<file path="src/rtl/core/arpeggio_note_sequencer_assert.svh">
// Assertion macros for the arpeggio note sequencer
`ifndef ARPEGGIO_NOTE_SEQUENCER_ASSERT_SVH
`define ARPEGGIO_NOTE_SEQUENCER_ASSERT_SVH
`ifndef SYNTHESIS
`define ANS_ASSERT_IMPL(label, clk, rst_n, a, c) \
    label: assert property (@(posedge clk) disable iff (!rst_n) (a) |-> (c)) \
        else $error("assertion failed");
`define ANS_ASSERT_NEXT(label, clk, rst_n, a, c) \
    label: assert property (@(posedge clk) disable iff (!rst_n) (a) |=> (c)) \
        else $error("assertion failed");
`else
`define ANS_ASSERT_IMPL(label, clk, rst_n, a, c)
`define ANS_ASSERT_NEXT(label, clk, rst_n, a, c)
`endif
`endif

</file>
<file path="src/rtl/core/ans_pkg.sv">
package ans_pkg;
    localparam logic [1:0] CMD_ON   = 2'd0;
    localparam logic [1:0] CMD_OFF  = 2'd1;
    localparam logic [1:0] CMD_ALL  = 2'd2;
    localparam logic [1:0] CMD_TICK = 2'd3;

    localparam logic [3:0] PM_UP       = 4'd0;
    localparam logic [3:0] PM_DOWN     = 4'd1;
    localparam logic [3:0] PM_UPDOWN   = 4'd2;
    localparam logic [3:0] PM_PLAYED   = 4'd3;
    localparam logic [3:0] PM_CONVERGE = 4'd4;
    localparam logic [3:0] PM_DIVERGE  = 4'd5;
    localparam logic [3:0] PM_INSIDE   = 4'd6;
    localparam logic [3:0] PM_OUTSIDE  = 4'd7;
    localparam logic [3:0] PM_CHORD    = 4'd8;

    localparam logic REG_MODE = 1'b0;
    localparam logic REG_SPAN = 1'b1;

    localparam logic [6:0] TOP_KEY   = 7'd127;
    localparam int         SEMITONES = 12;
    localparam int         RESULT_CAP = 16;

    // commands from controller to datapath
    typedef struct packed {
        logic load;       // capture input item
        logic edit_on;    // note-on edit pass step
        logic edit_off;   // note-off compaction step
        logic clear;
        logic sort_step;  // one compare-exchange step
        logic sort_init;
        logic mod_init;   // start step_count remainders
        logic mod_step;
        logic pick;       // compute index and octave
        logic fetch;      // read note, form result
        logic chord_next;
        logic step_inc;
        logic out_load;
    } t_cmd;

    typedef struct packed {
        logic sort_done;
        logic mod_done;
        logic edit_done;
        logic empty;
        logic in_range;   // formed note <= 127
        logic chord_end;
        logic chord_last;
        logic bad_mode;
        logic is_chord;
    } t_sts;
endpackage

</file>
<file path="src/rtl/core/ans_ctrl.sv">
module ans_ctrl
    import ans_pkg::*;
(
    input  logic       i_clk,
    input  logic       i_rst_n,
    input  logic       i_in_valid,
    input  logic [1:0] i_cmd,
    input  logic       i_out_free,
    input  t_sts       i_sts,
    output logic       o_in_ready,
    output t_cmd       o_cmd
);
    localparam logic [3:0] S_IDLE  = 4'd0;
    localparam logic [3:0] S_ON    = 4'd1;
    localparam logic [3:0] S_OFF   = 4'd2;
    localparam logic [3:0] S_CHK   = 4'd3;
    localparam logic [3:0] S_SORT  = 4'd4;
    localparam logic [3:0] S_MOD   = 4'd5;
    localparam logic [3:0] S_PICK  = 4'd6;
    localparam logic [3:0] S_FETCH = 4'd7;
    localparam logic [3:0] S_EMIT  = 4'd8;

    logic [3:0] r_state, n_state;

    always_ff @(posedge i_clk) begin
        if (!i_rst_n) begin
            r_state <= S_IDLE;
        end else begin
            r_state <= n_state;
        end
    end

    assign o_in_ready = (r_state == S_IDLE);

    always_comb begin
        n_state = r_state;
        o_cmd   = '0;
        unique case (r_state)
            S_IDLE: begin
                if (i_in_valid) begin
                    o_cmd.load = 1'b1;
                    unique case (i_cmd)
                        CMD_ON:   n_state = S_ON;
                        CMD_OFF:  n_state = S_OFF;
                        CMD_ALL:  o_cmd.clear = 1'b1;
                        CMD_TICK: n_state = S_CHK;
                        default:  n_state = S_IDLE;
                    endcase
                end
            end
            S_ON: begin
                o_cmd.edit_on = 1'b1;
                if (i_sts.edit_done) n_state = S_IDLE;
            end
            S_OFF: begin
                o_cmd.edit_off = 1'b1;
                if (i_sts.edit_done) n_state = S_IDLE;
            end
            S_CHK: begin
                if (i_sts.empty || i_sts.bad_mode) begin
                    n_state = S_IDLE;
                end else begin
                    o_cmd.sort_init = 1'b1;
                    o_cmd.mod_init  = 1'b1;
                    n_state = S_SORT;
                end
            end
            S_SORT: begin
                o_cmd.sort_step = 1'b1;
                if (i_sts.sort_done) n_state = S_MOD;
            end
            S_MOD: begin
                o_cmd.mod_step = 1'b1;
                if (i_sts.mod_done) n_state = S_PICK;
            end
            S_PICK: begin
                o_cmd.pick     = 1'b1;
                o_cmd.step_inc = 1'b1;
                n_state = S_FETCH;
            end
            S_FETCH: begin
                o_cmd.fetch = 1'b1;
                n_state = S_EMIT;
            end
            S_EMIT: begin
                if (i_sts.is_chord) begin
                    if (i_sts.chord_end) begin
                        n_state = S_IDLE;
                    end else if (!i_sts.in_range) begin
                        o_cmd.chord_next = 1'b1;
                        n_state = S_FETCH;
                    end else if (i_out_free) begin
                        o_cmd.out_load   = 1'b1;
                        o_cmd.chord_next = 1'b1;
                        n_state = i_sts.chord_last ? S_IDLE : S_FETCH;
                    end
                end else if (!i_sts.in_range) begin
                    n_state = S_IDLE;
                end else if (i_out_free) begin
                    o_cmd.out_load = 1'b1;
                    n_state = S_IDLE;
                end
            end
            default: n_state = S_IDLE;
        endcase
    end
endmodule

</file>
<file path="src/rtl/core/ans_dpath.sv">
module ans_dpath
    import ans_pkg::*;
#(
    parameter int HELD_NOTES = 16
) (
    input  logic       i_clk,
    input  logic       i_rst_n,
    input  logic [6:0] i_key,
    input  logic [6:0] i_strike,
    input  logic [3:0] i_mode,
    input  logic [1:0] i_span,
    input  t_cmd       i_ctl,
    output t_sts       o_sts,
    output logic [6:0] o_key,
    output logic [6:0] o_strike,
    output logic       o_last
);
    localparam int IW = (HELD_NOTES > 1) ? $clog2(HELD_NOTES) : 1;
    localparam int CW = $clog2(HELD_NOTES + 1);
    // total = len*octs < 4*HELD_NOTES; reflected period < 8*HELD_NOTES
    localparam int TW = $clog2(8 * HELD_NOTES + 1);

    logic [6:0]    r_keys [HELD_NOTES];
    logic [6:0]    r_strk [HELD_NOTES];
    logic [IW-1:0] r_ord  [HELD_NOTES];
    logic [CW-1:0] r_count;
    logic [31:0]   r_step;
    logic [6:0]    r_k, r_v;
    logic [CW-1:0] r_i, r_w;
    logic          r_found;
    logic [CW-1:0] r_pass;
    logic          r_par;
    logic [5:0]    r_bit;
    logic [TW-1:0] r_rs, r_rr;   // step mod total (mod octs in chord mode), step mod reflection
    logic [IW-1:0] r_idx;
    logic [1:0]    r_oct;
    logic [CW-1:0] r_ci, r_cn;
    logic [6:0]    r_note, r_nv;
    logic          r_nok;

    logic [1:0]    octs;
    logic [TW-1:0] len_t, total, refl;
    logic [CW-1:0] cnt_m1;
    assign octs   = (i_span == 2'd0) ? 2'd1 : i_span;
    assign len_t  = TW'(r_count);
    assign total  = len_t * TW'(octs);
    assign refl   = (total > TW'(1)) ? TW'(2 * total - 2) : TW'(1);
    assign cnt_m1 = r_count - CW'(1);

    // remainder of step_count, one bit per cycle (MSB first)
    logic [TW:0] rs_sh, rr_sh;
    logic [TW-1:0] oct_div;
    assign rs_sh = {r_rs, r_step[r_bit[4:0]]};
    assign rr_sh = {r_rr, r_step[r_bit[4:0]]};
    assign oct_div = (i_mode == PM_CHORD) ? TW'(octs) : total;

    // index/octave pick helpers: sw in [0,total), split by len
    logic [TW-1:0] s_w, s_in, s_pair, sw_v, sw_len;
    logic [1:0]    oct_v;
    logic [TW-1:0] idx_v;
    logic signed [TW+1:0] dv;
    always_comb begin
        s_w    = r_rs;
        sw_v   = s_w;
        s_in   = '0;
        s_pair = '0;
        dv     = '0;
        unique case (i_mode)
            PM_UPDOWN: sw_v = (r_rr >= total) ? TW'(2 * total - 2 - r_rr) : r_rr;
            PM_CONVERGE: begin
                s_pair = s_w >> 1;
                sw_v = (total <= 1) ? '0 : (s_w[0] ? TW'(total - 1 - s_pair) : s_pair);
            end
            PM_DIVERGE: begin
                s_pair = s_w >> 1;
                dv = (TW+2)'(s_w[0]
                     ? $signed({2'b0, total >> 1}) - 1 - $signed({2'b0, s_pair})
                     : $signed({2'b0, total >> 1}) + $signed({2'b0, s_pair}));
                if (total <= 1) sw_v = '0;
                else if (dv < 0) sw_v = '0;
                else if (dv > $signed({2'b0, total}) - 1) sw_v = TW'(total - 1);
                else sw_v = TW'(dv);
            end
            default: sw_v = s_w;
        endcase
        // split sw_v into octave and index (octs <= 3: compare-subtract)
        oct_v  = 2'd0;
        sw_len = sw_v;
        if (sw_len >= len_t) begin sw_len = sw_len - len_t; oct_v = 2'd1; end
        if (sw_len >= len_t) begin sw_len = sw_len - len_t; oct_v = 2'd2; end
        s_in  = sw_len;
        idx_v = sw_len;
        unique case (i_mode)
            PM_DOWN: begin
                oct_v = octs - 2'd1 - oct_v;
                idx_v = TW'(len_t - 1 - s_in);
            end
            PM_INSIDE, PM_OUTSIDE: begin
                s_pair = s_in >> 1;
                idx_v = (len_t <= 1) ? '0
                      : (s_in[0] ? TW'(len_t - 1 - s_pair) : s_pair);
                if (i_mode == PM_OUTSIDE) idx_v = TW'(len_t - 1 - idx_v);
            end
            default: ;
        endcase
    end

    // insertion-free sort: odd-even transposition, HELD_NOTES passes
    logic [IW-1:0] ord_n [HELD_NOTES];
    always_comb begin
        for (int j = 0; j < HELD_NOTES; j++) ord_n[j] = r_ord[j];
        for (int j = 0; j + 1 < HELD_NOTES; j++) begin
            if ((j[0] == r_par) && (CW'(j + 1) < r_count) &&
                (r_keys[r_ord[j]] > r_keys[r_ord[j+1]])) begin
                ord_n[j]   = r_ord[j+1];
                ord_n[j+1] = r_ord[j];
            end
        end
    end

    logic [IW-1:0] sel;
    logic [6:0]    base_key;
    logic [8:0]    note_sum;
    assign sel      = (i_mode == PM_CHORD) ? r_ord[r_ci[IW-1:0]] : r_ord[r_idx];
    assign base_key = r_keys[sel];
    assign note_sum = {2'b0, base_key} + 9'(SEMITONES * r_oct);

    always_ff @(posedge i_clk) begin
        if (!i_rst_n) begin
            r_count <= '0;
            r_step  <= '0;
            r_found <= 1'b0;
            r_i     <= '0;
            r_w     <= '0;
        end else begin
            if (i_ctl.load) begin
                r_k     <= i_key;
                r_v     <= i_strike;
                r_i     <= '0;
                r_w     <= '0;
                r_found <= 1'b0;
            end
            if (i_ctl.clear) r_count <= '0;
            // note-on: one entry per cycle; matched entry shifted out
            if (i_ctl.edit_on) begin
                if (r_i < r_count) begin
                    if (r_found) begin
                        r_keys[r_i[IW-1:0] - IW'(1)] <= r_keys[r_i[IW-1:0]];
                        r_strk[r_i[IW-1:0] - IW'(1)] <= r_strk[r_i[IW-1:0]];
                    end else if (r_keys[r_i[IW-1:0]] == r_k) begin
                        r_found <= 1'b1;
                    end
                    r_i <= r_i + CW'(1);
                end else if (r_found) begin
                    r_keys[cnt_m1[IW-1:0]] <= r_k;
                    r_strk[cnt_m1[IW-1:0]] <= r_v;
                end else if (r_count == CW'(HELD_NOTES)) begin
                    for (int j = 0; j + 1 < HELD_NOTES; j++) begin
                        r_keys[j] <= r_keys[j+1];
                        r_strk[j] <= r_strk[j+1];
                    end
                    r_keys[HELD_NOTES-1] <= r_k;
                    r_strk[HELD_NOTES-1] <= r_v;
                end else begin
                    r_keys[r_count[IW-1:0]] <= r_k;
                    r_strk[r_count[IW-1:0]] <= r_v;
                    r_count <= r_count + CW'(1);
                end
            end
            if (i_ctl.edit_off) begin
                if (r_i < r_count) begin
                    if (r_keys[r_i[IW-1:0]] != r_k) begin
                        r_keys[r_w[IW-1:0]] <= r_keys[r_i[IW-1:0]];
                        r_strk[r_w[IW-1:0]] <= r_strk[r_i[IW-1:0]];
                        r_w <= r_w + CW'(1);
                    end
                    r_i <= r_i + CW'(1);
                end else begin
                    r_count <= r_w;
                end
            end
            if (i_ctl.step_inc) r_step <= r_step + 32'd1;
        end
    end

    always_ff @(posedge i_clk) begin
        if (!i_rst_n) begin
            r_pass <= '0;
            r_bit  <= '0;
            r_ci   <= '0;
            r_cn   <= '0;
        end else begin
            if (i_ctl.sort_init) begin
                for (int j = 0; j < HELD_NOTES; j++) r_ord[j] <= IW'(j);
                r_pass <= '0;
                r_par  <= 1'b0;
            end
            if (i_ctl.mod_init) begin
                r_rs   <= '0;
                r_rr   <= '0;
                r_bit  <= 6'd31;
            end
            if (i_ctl.sort_step) begin
                if (i_mode != PM_PLAYED)
                    for (int j = 0; j < HELD_NOTES; j++) r_ord[j] <= ord_n[j];
                r_par  <= ~r_par;
                r_pass <= r_pass + CW'(1);
            end
            if (i_ctl.mod_step) begin
                r_rs  <= (rs_sh >= {1'b0, oct_div}) ? TW'(rs_sh - {1'b0, oct_div})
                                                    : rs_sh[TW-1:0];
                r_rr  <= (rr_sh >= {1'b0, refl}) ? TW'(rr_sh - {1'b0, refl})
                                                 : rr_sh[TW-1:0];
                r_bit <= r_bit - 6'd1;
            end
            if (i_ctl.pick) begin
                if (i_mode == PM_CHORD) begin
                    r_oct <= r_rs[1:0];
                    r_ci  <= '0;
                    r_cn  <= '0;
                end else begin
                    r_oct <= oct_v;
                    r_idx <= (idx_v >= len_t) ? cnt_m1[IW-1:0] : idx_v[IW-1:0];
                end
            end
            if (i_ctl.fetch) begin
                r_note <= note_sum[6:0];
                r_nv   <= r_strk[sel];
                r_nok  <= (note_sum <= {2'b0, TOP_KEY});
            end
            if (i_ctl.chord_next) begin
                r_ci <= r_ci + CW'(1);
                if (i_ctl.out_load) r_cn <= r_cn + CW'(1);
            end
        end
    end

    // chord: last emitted note if no later entry is in range
    logic later_ok;
    always_comb begin
        later_ok = 1'b0;
        for (int j = 0; j < HELD_NOTES; j++)
            if (CW'(j) > r_ci && CW'(j) < r_count &&
                ({2'b0, r_keys[r_ord[j]]} + 9'(SEMITONES * r_oct)) <= {2'b0, TOP_KEY})
                later_ok = 1'b1;
    end

    assign o_sts.sort_done  = (r_pass == CW'(HELD_NOTES - 1)) || (HELD_NOTES < 2);
    assign o_sts.mod_done   = (r_bit == 6'd0);
    assign o_sts.edit_done  = (r_i >= r_count);
    assign o_sts.empty      = (r_count == '0);
    assign o_sts.in_range   = r_nok;
    assign o_sts.chord_end  = (r_ci >= r_count) || (r_cn == CW'(RESULT_CAP));
    assign o_sts.chord_last = !later_ok || (r_cn == CW'(RESULT_CAP - 1));
    assign o_sts.bad_mode   = (i_mode > PM_CHORD);
    assign o_sts.is_chord   = (i_mode == PM_CHORD);

    assign o_key    = r_note;
    assign o_strike = r_nv;
    assign o_last   = (i_mode != PM_CHORD) || o_sts.chord_last;
endmodule

</file>
<file path="src/rtl/core/arpeggio_note_sequencer.sv">
// channel    dir  fields (tdata / tuser, low bit first)
// s_axis     in   tuser: cmd[1:0]; tdata: key[6:0], strike[13:7]
// m_axis     out  tdata: out_key[6:0], out_strike[13:7]; tlast: final_flag
// cfg        in   index, data (0 pattern_mode, 1 octave_span)
// Note-on/off scan the note table, one entry per cycle.
// A tick runs a sort pass per cycle, then a bit-serial remainder of the step
// counter, then pick, fetch and emit. Chord mode repeats fetch and emit for each
// table entry visited after the pick; empty table or bad mode: back to idle.
// Reset is synchronous, active low; the note table is not cleared.
// A full output register stalls the sequencer until it is taken.
`include "arpeggio_note_sequencer_assert.svh"
module arpeggio_note_sequencer
    import ans_pkg::*;
#(
    parameter int HELD_NOTES = 16
) (
    input  logic        i_clk,
    input  logic        i_rst_n,
    input  logic        s_axis_tvalid,
    output logic        s_axis_tready,
    input  logic [15:0] s_axis_tdata,   // key, strike, zero fill
    input  logic [1:0]  s_axis_tuser,   // cmd
    output logic        m_axis_tvalid,
    input  logic        m_axis_tready,
    output logic [15:0] m_axis_tdata,   // out_key, out_strike, zero fill
    output logic        m_axis_tlast,   // final_flag
    input  logic        i_cfg_valid,
    output logic        o_cfg_ready,
    input  logic        i_cfg_index,
    input  logic [3:0]  i_cfg_data
);
    logic [3:0] r_mode;
    logic [1:0] r_span;
    t_cmd       ctl;
    t_sts       sts;
    logic [6:0] d_key, d_strike;
    logic       d_last;
    logic       r_ovalid;
    logic [13:0] r_odata;
    logic       r_olast;
    logic       out_free;

    assign o_cfg_ready = 1'b1;
    always_ff @(posedge i_clk) begin
        if (!i_rst_n) begin
            r_mode <= PM_UP;
            r_span <= 2'd1;
        end else if (i_cfg_valid) begin
            if (i_cfg_index == REG_MODE) r_mode <= i_cfg_data;
            else                         r_span <= i_cfg_data[1:0];
        end
    end

    assign out_free = !r_ovalid || m_axis_tready;

    ans_ctrl u_ctrl (
        .i_clk      (i_clk),
        .i_rst_n    (i_rst_n),
        .i_in_valid (s_axis_tvalid),
        .i_cmd      (s_axis_tuser),
        .i_out_free (out_free),
        .i_sts      (sts),
        .o_in_ready (s_axis_tready),
        .o_cmd      (ctl)
    );

    ans_dpath #(.HELD_NOTES(HELD_NOTES)) u_dpath (
        .i_clk    (i_clk),
        .i_rst_n  (i_rst_n),
        .i_key    (s_axis_tdata[6:0]),
        .i_strike (s_axis_tdata[13:7]),
        .i_mode   (r_mode),
        .i_span   (r_span),
        .i_ctl    (ctl),
        .o_sts    (sts),
        .o_key    (d_key),
        .o_strike (d_strike),
        .o_last   (d_last)
    );

    always_ff @(posedge i_clk) begin
        if (!i_rst_n) begin
            r_ovalid <= 1'b0;
        end else if (ctl.out_load) begin
            r_ovalid <= 1'b1;
        end else if (m_axis_tready) begin
            r_ovalid <= 1'b0;
        end
    end
    always_ff @(posedge i_clk) begin
        if (ctl.out_load) begin
            r_odata <= {d_strike, d_key};
            r_olast <= d_last;
        end
    end

    assign m_axis_tvalid = r_ovalid;
    assign m_axis_tdata  = {2'b00, r_odata};
    assign m_axis_tlast  = r_olast;

    `ANS_ASSERT_IMPL(a_load_free, i_clk, i_rst_n, ctl.out_load, out_free)
    `ANS_ASSERT_IMPL(a_no_accept_busy, i_clk, i_rst_n, ctl.out_load, !s_axis_tready)
    `ANS_ASSERT_NEXT(a_valid_after_load, i_clk, i_rst_n, ctl.out_load, m_axis_tvalid)
endmodule

</file>
<file path="config.mk">
export PLATFORM = sky130hd
export DESIGN_NAME = arpeggio_note_sequencer
export DESIGN_NICKNAME = d
export VERILOG_FILES = /design/src/rtl/core/ans_pkg.sv /design/src/rtl/core/ans_ctrl.sv /design/src/rtl/core/ans_dpath.sv /design/src/rtl/core/arpeggio_note_sequencer.sv
export VERILOG_INCLUDE_DIRS = /design/src /design/src/rtl/core
export SDC_FILE = /design/constraint.sdc
export NUM_CORES = 2
export LEC_CHECK = 0
export ABC_AREA = 0
export BUFFER_PORTS_ARGS = -buffer_cell sky130_fd_sc_hd__buf_4
export CAP_MARGIN = 5
export CORE_ASPECT_RATIO = 2
export CORE_MARGIN = 2
export CORE_UTILIZATION = 48
export CTS_BUF_LIST = sky130_fd_sc_hd__clkbuf_2 sky130_fd_sc_hd__clkbuf_4 sky130_fd_sc_hd__clkbuf_8
export DETAILED_ROUTE_END_ITERATION = 7
export GPL_TIMING_DRIVEN = 0
export PLACE_DENSITY = 0.71
export SYNTH_ARGS = -nofsm -noshare
export SYNTH_HDL_FRONTEND = slang
export SYNTH_SLANG_ARGS = --single-unit
</file>
<file path="constraint.sdc">
create_clock -name i_clk -period 12.7 [get_ports i_clk]
set_input_delay 0.635 -clock i_clk [delete_from_list [all_inputs] [get_ports i_clk]]
set_output_delay 0.635 -clock i_clk [all_outputs]
set_load 0.02 [all_outputs]
</file>
==> summary.txt <==
STA
  • Hold Vio Cnt, Final: 5
  • Final Cycle Share: 101.9%
  • Slew HR: -10.41%
  • RSZ-0062 raised after global routing: true
  • Endpoints failing setup: 8
  • Final max-slew violation count: 23
  • Clock skew: about 120 ps
  • WHS: -6.527 ps
  • Fmax: 77.24 MHz
  • Fin crit period: 12950 ps
  • Post-route worst setup slack: -246.9 ps
  • Worst slew pin tran: 1656 ps

Finish
  • Layout cells sized above 1: 27.60%
  • Area Overhead vs Synth: 13.16%
  • Nets@finish: 4751
  • Post-route cell area: 53630 um^2

Floorplan
  • Die ar.: about 100000 um^2
  • Die width: 226.2 um
  • I/O pins: 48
  • Starting density of the core: 48.21%
  • Die height: roughly 450 um
  • Core ar.: 98300 um^2
  • Core Rows: 163

Critical path
  • Crit path largest cell delay: about 440 ps
  • Critical-path top delay cell: or3_4
  • Crit path top cell by count: buf_4
  • Startpoint Class: flop
  • Endpoint type of the worst setup path: flop
  • Crit Path Class: reg -> reg
  • Required time of the critical path: about 13000 ps
  • CP max FO: 9
  • Critical path arrival: 13550 ps

Logic synthesis
  • Number of flops mapped to enable cells by yosys: ~360
  • Ys async rst share: 0%
  • Cells after synthesis: between 4000 and 5000
  • Seq cells post-synth: 443
  • Primary FF master, synth: edfxtp_1
  • Synthesis warning total: 0
  • Yosys cell types: just under 100
  • Sequential element share of the synthesized area: 26.21%
  • Mean post-synth cell area: 11.41 um^2
  • Mapped Area: roughly 47000 um^2

Drt
  • DRT iter0 DRCs: between 7000 and 8000
  • Drc violations: 1
  • Vias per cell: 8.088
  • Final ANT Viol Nets: 0
  • Routed via count: approximately 47000
  • Detailed Route WL: roughly 280000 um
  • Avg WL per Cell: 48.33 um
  • First-pass DRT Iterations: 8

GRT
  • GRT Util Overall: 58.09%
  • Gr ovfl total: 0
  • Largest net degree at the start of global routing: 19
  • Initial antenna violation count: 50
  • First-pass GRT wire length: slightly above 400000 um
  • Number of global-route vias before repair: ~47000

CTS
  • Worst skew pair latency: 930 ps
  • CTS root buffer: clkbuf_8
  • CTS tree: yes
  • Reg clk slew, reported paths: about 70 ps
  • Cts bufs inserted: 73
  • # clock sinks: 443
  • Htree depth: 3
  • Max Root-Sink Buffers: 3

Hold path
  • Worst hold path class: in -> reg

Run status
  • Failing checks: design-rule violations, negative hold slack, max-capacitance violations, max-slew violations, negative setup slack
  • Status: finished, violations left

Placement
  • Placed Instance Area: 50200 um^2
  • Port bufs: 42
  • Gpl congestion: 1.088
  • DP Worst Slack: -4715 ps
  • Dpl hpwl: 203400 um

Power
  • Worst vdd rail ir drop: 0.1169 mV
  • Pwr/cell area: around 150 nW/um^2
  • Leakage: 19.95 nW

Job
  • # Max-Cap Violations: 5
-- cells in the mapped netlist, drive strengths merged (31+ instances only) --
cell type,count,share of area [%]
o21ai,162,1.7
mux2i,86,1.8
a21oi,235,2.6
a211oi,102,1.7
nor3,33,0.35
nand4,37,0.50
nand2b,53,0.70
nand3,69,0.74
xor2,49,0.92
nand2,219,1.7
ha,298,7.9
inv,193,1.5
buf,78,0.71
dfxtp,88,3.7
a21o,281,4.5
edfxtp,355,22
mux2,33,0.82
clkbuf,356,2.8
nor2,231,1.8
xnor2,52,0.99
a22oi,31,0.49
mux4,679,32
nor2b,121,1.6
-- metal layers --
layer | vias to the layer above | wire, um | GRT usage [%]
li1 | 17020 | - | -
met1 | 22990 | 74250 | 51.22
met2 | 4619 | 125600 | 85.15
met3 | 2500 | 37110 | 34.13
met4 | 42 | 44220 | 66.24
met5 | - | 635 | 4.301
-- path summary, 6_finish.rpt --
kind / cells past startpoint / slack [ps] / start / endpoint
setup / recovery: 69 / -250 / r_span[1]$_SDFFE_PN0P_ / u_dpath.r_idx[1]$_DFFE_PP_
setup reg to reg: 69 / -250 / r_span[1]$_SDFFE_PN0P_ / u_dpath.r_idx[1]$_DFFE_PP_
hold / removal: 1 / -7 / s_axis_tdata[9] / u_dpath.r_v[2]$_DFFE_PP_
hold reg to reg: 0 / 420 / u_dpath.o_strike[0]$_DFFE_PP_ / r_odata[7]$_DFFE_PP_
-- kinds of logic (layout without fill, tap and decap cells) --
kind of cell             after synthesis  count (layout)  synth area share (%)
buffers and inverters                630             942                 5.085
XOR/XNOR                             102             102                 1.962
multiplexers                         798             798                 34.90
other                                  2              47               0.01585
AO/OA/AOI/OAI                        976             976                 13.98
AND/OR/NAND/NOR                      892             892                 9.409
adder cells (fa/ha/maj)              312             312                 8.437
flip-flops                           443             443                 26.21
-- placed cells by master, fill, tap and decap left out, drive strengths merged, types with 86 or more instances in the layout --
| cell | Yosys | layout |
|---|---|---|
| mux4 | 679 | 679 |
| clkbuf | 356 | 455 |
| edfxtp | 355 | 355 |
| ha | 298 | 298 |
| a21o | 281 | 281 |
| buf | 78 | 248 |
| a21oi | 235 | 235 |
| nor2 | 231 | 231 |
| nand2 | 219 | 219 |
| inv | 193 | 197 |
| o21ai | 162 | 162 |
| nor2b | 121 | 121 |
| a211oi | 102 | 102 |
| dfxtp | 88 | 88 |
| mux2i | 86 | 86 |
-- area by class of cell --
class / instances / area (um^2)
repair buffers: 183 / 1873
plain buffers: 432 / 1763
fillers: 8627 / 44670
multi-input cells: 3083 / 33490
diodes: 44 / 110.1
well taps: 1320 / 1652
clock inverters: 35 / 341.6
flip-flops and latches: 443 / 12440
clock buffers: 96 / 1221
inverters: 196 / 740.7
-- repair_timing --
item | CTS | global route
setup endpoints to repair | 10 | 8
resized for setup | 117 | 51
pin swaps | 38 | 45
hold buffers | 7 | 1
endpoints found under the hold margin | 7 | 1
buffers inserted | 44 | 31
-- critical path, delay by kind of cell, from the launching register on --
family,cells,cell delay [ps]
and+or+nand+nor,16,2570
muxes,2,540
DFF,1,400
adders and majority gates,8,2310
xor gates and xnor gates,3,470
buffers and inverters,18,2200
AOI/OAI and AO/OA,22,4210
-- through the flow --
step                instances  hold WS [ps]  utilization (%)  setup TNS, ps  total power, mW
detailed placement       5553         404.5            51.07         -36810            5.824
global route             5807         1.882            54.49          -3644            8.417
global placement         5518         401.8            50.22         -36970            5.709
finish                   5832        -6.527            54.56         -900.0            8.132
floorplan                4156         400.3                -              0            4.464
CTS                      5734         9.154            53.57              0            7.516
-- sequential cells by signal, summed over array words and instances, names as in the netlist, 4 cells and up, named ones only --
name	cells
u_dpath.r_v	7
r_mode	4
u_dpath.r_bit	6
u_dpath.r_strk	112
u_dpath.r_rs	8
u_ctrl.r_state	4
u_dpath.r_w	5
u_dpath.o_strike	7
u_dpath.r_ord	64
u_dpath.r_rr	8
u_dpath.r_i	5
u_dpath.r_idx	4
u_dpath.r_ci	5
u_dpath.r_cn	5
u_dpath.r_k	7
u_dpath.r_count	5
u_dpath.r_pass	5
r_odata	14
u_dpath.r_step	32
u_dpath.o_key	7
u_dpath.r_keys	112
-- report_power, final --
part | internal [mW] | total (mW) | leakage (nW) | switching (mW)
Sequential | 1.71 | 1.79 | 3.90 | 0.0798
Combinational | 1.85 | 4.89 | 15.2 | 3.04
Clock | 0.725 | 1.46 | 0.819 | 0.732
Total | 4.28 | 8.13 | 20.0 | 3.85
No activity file was read; power rests on OpenSTA's default activity.
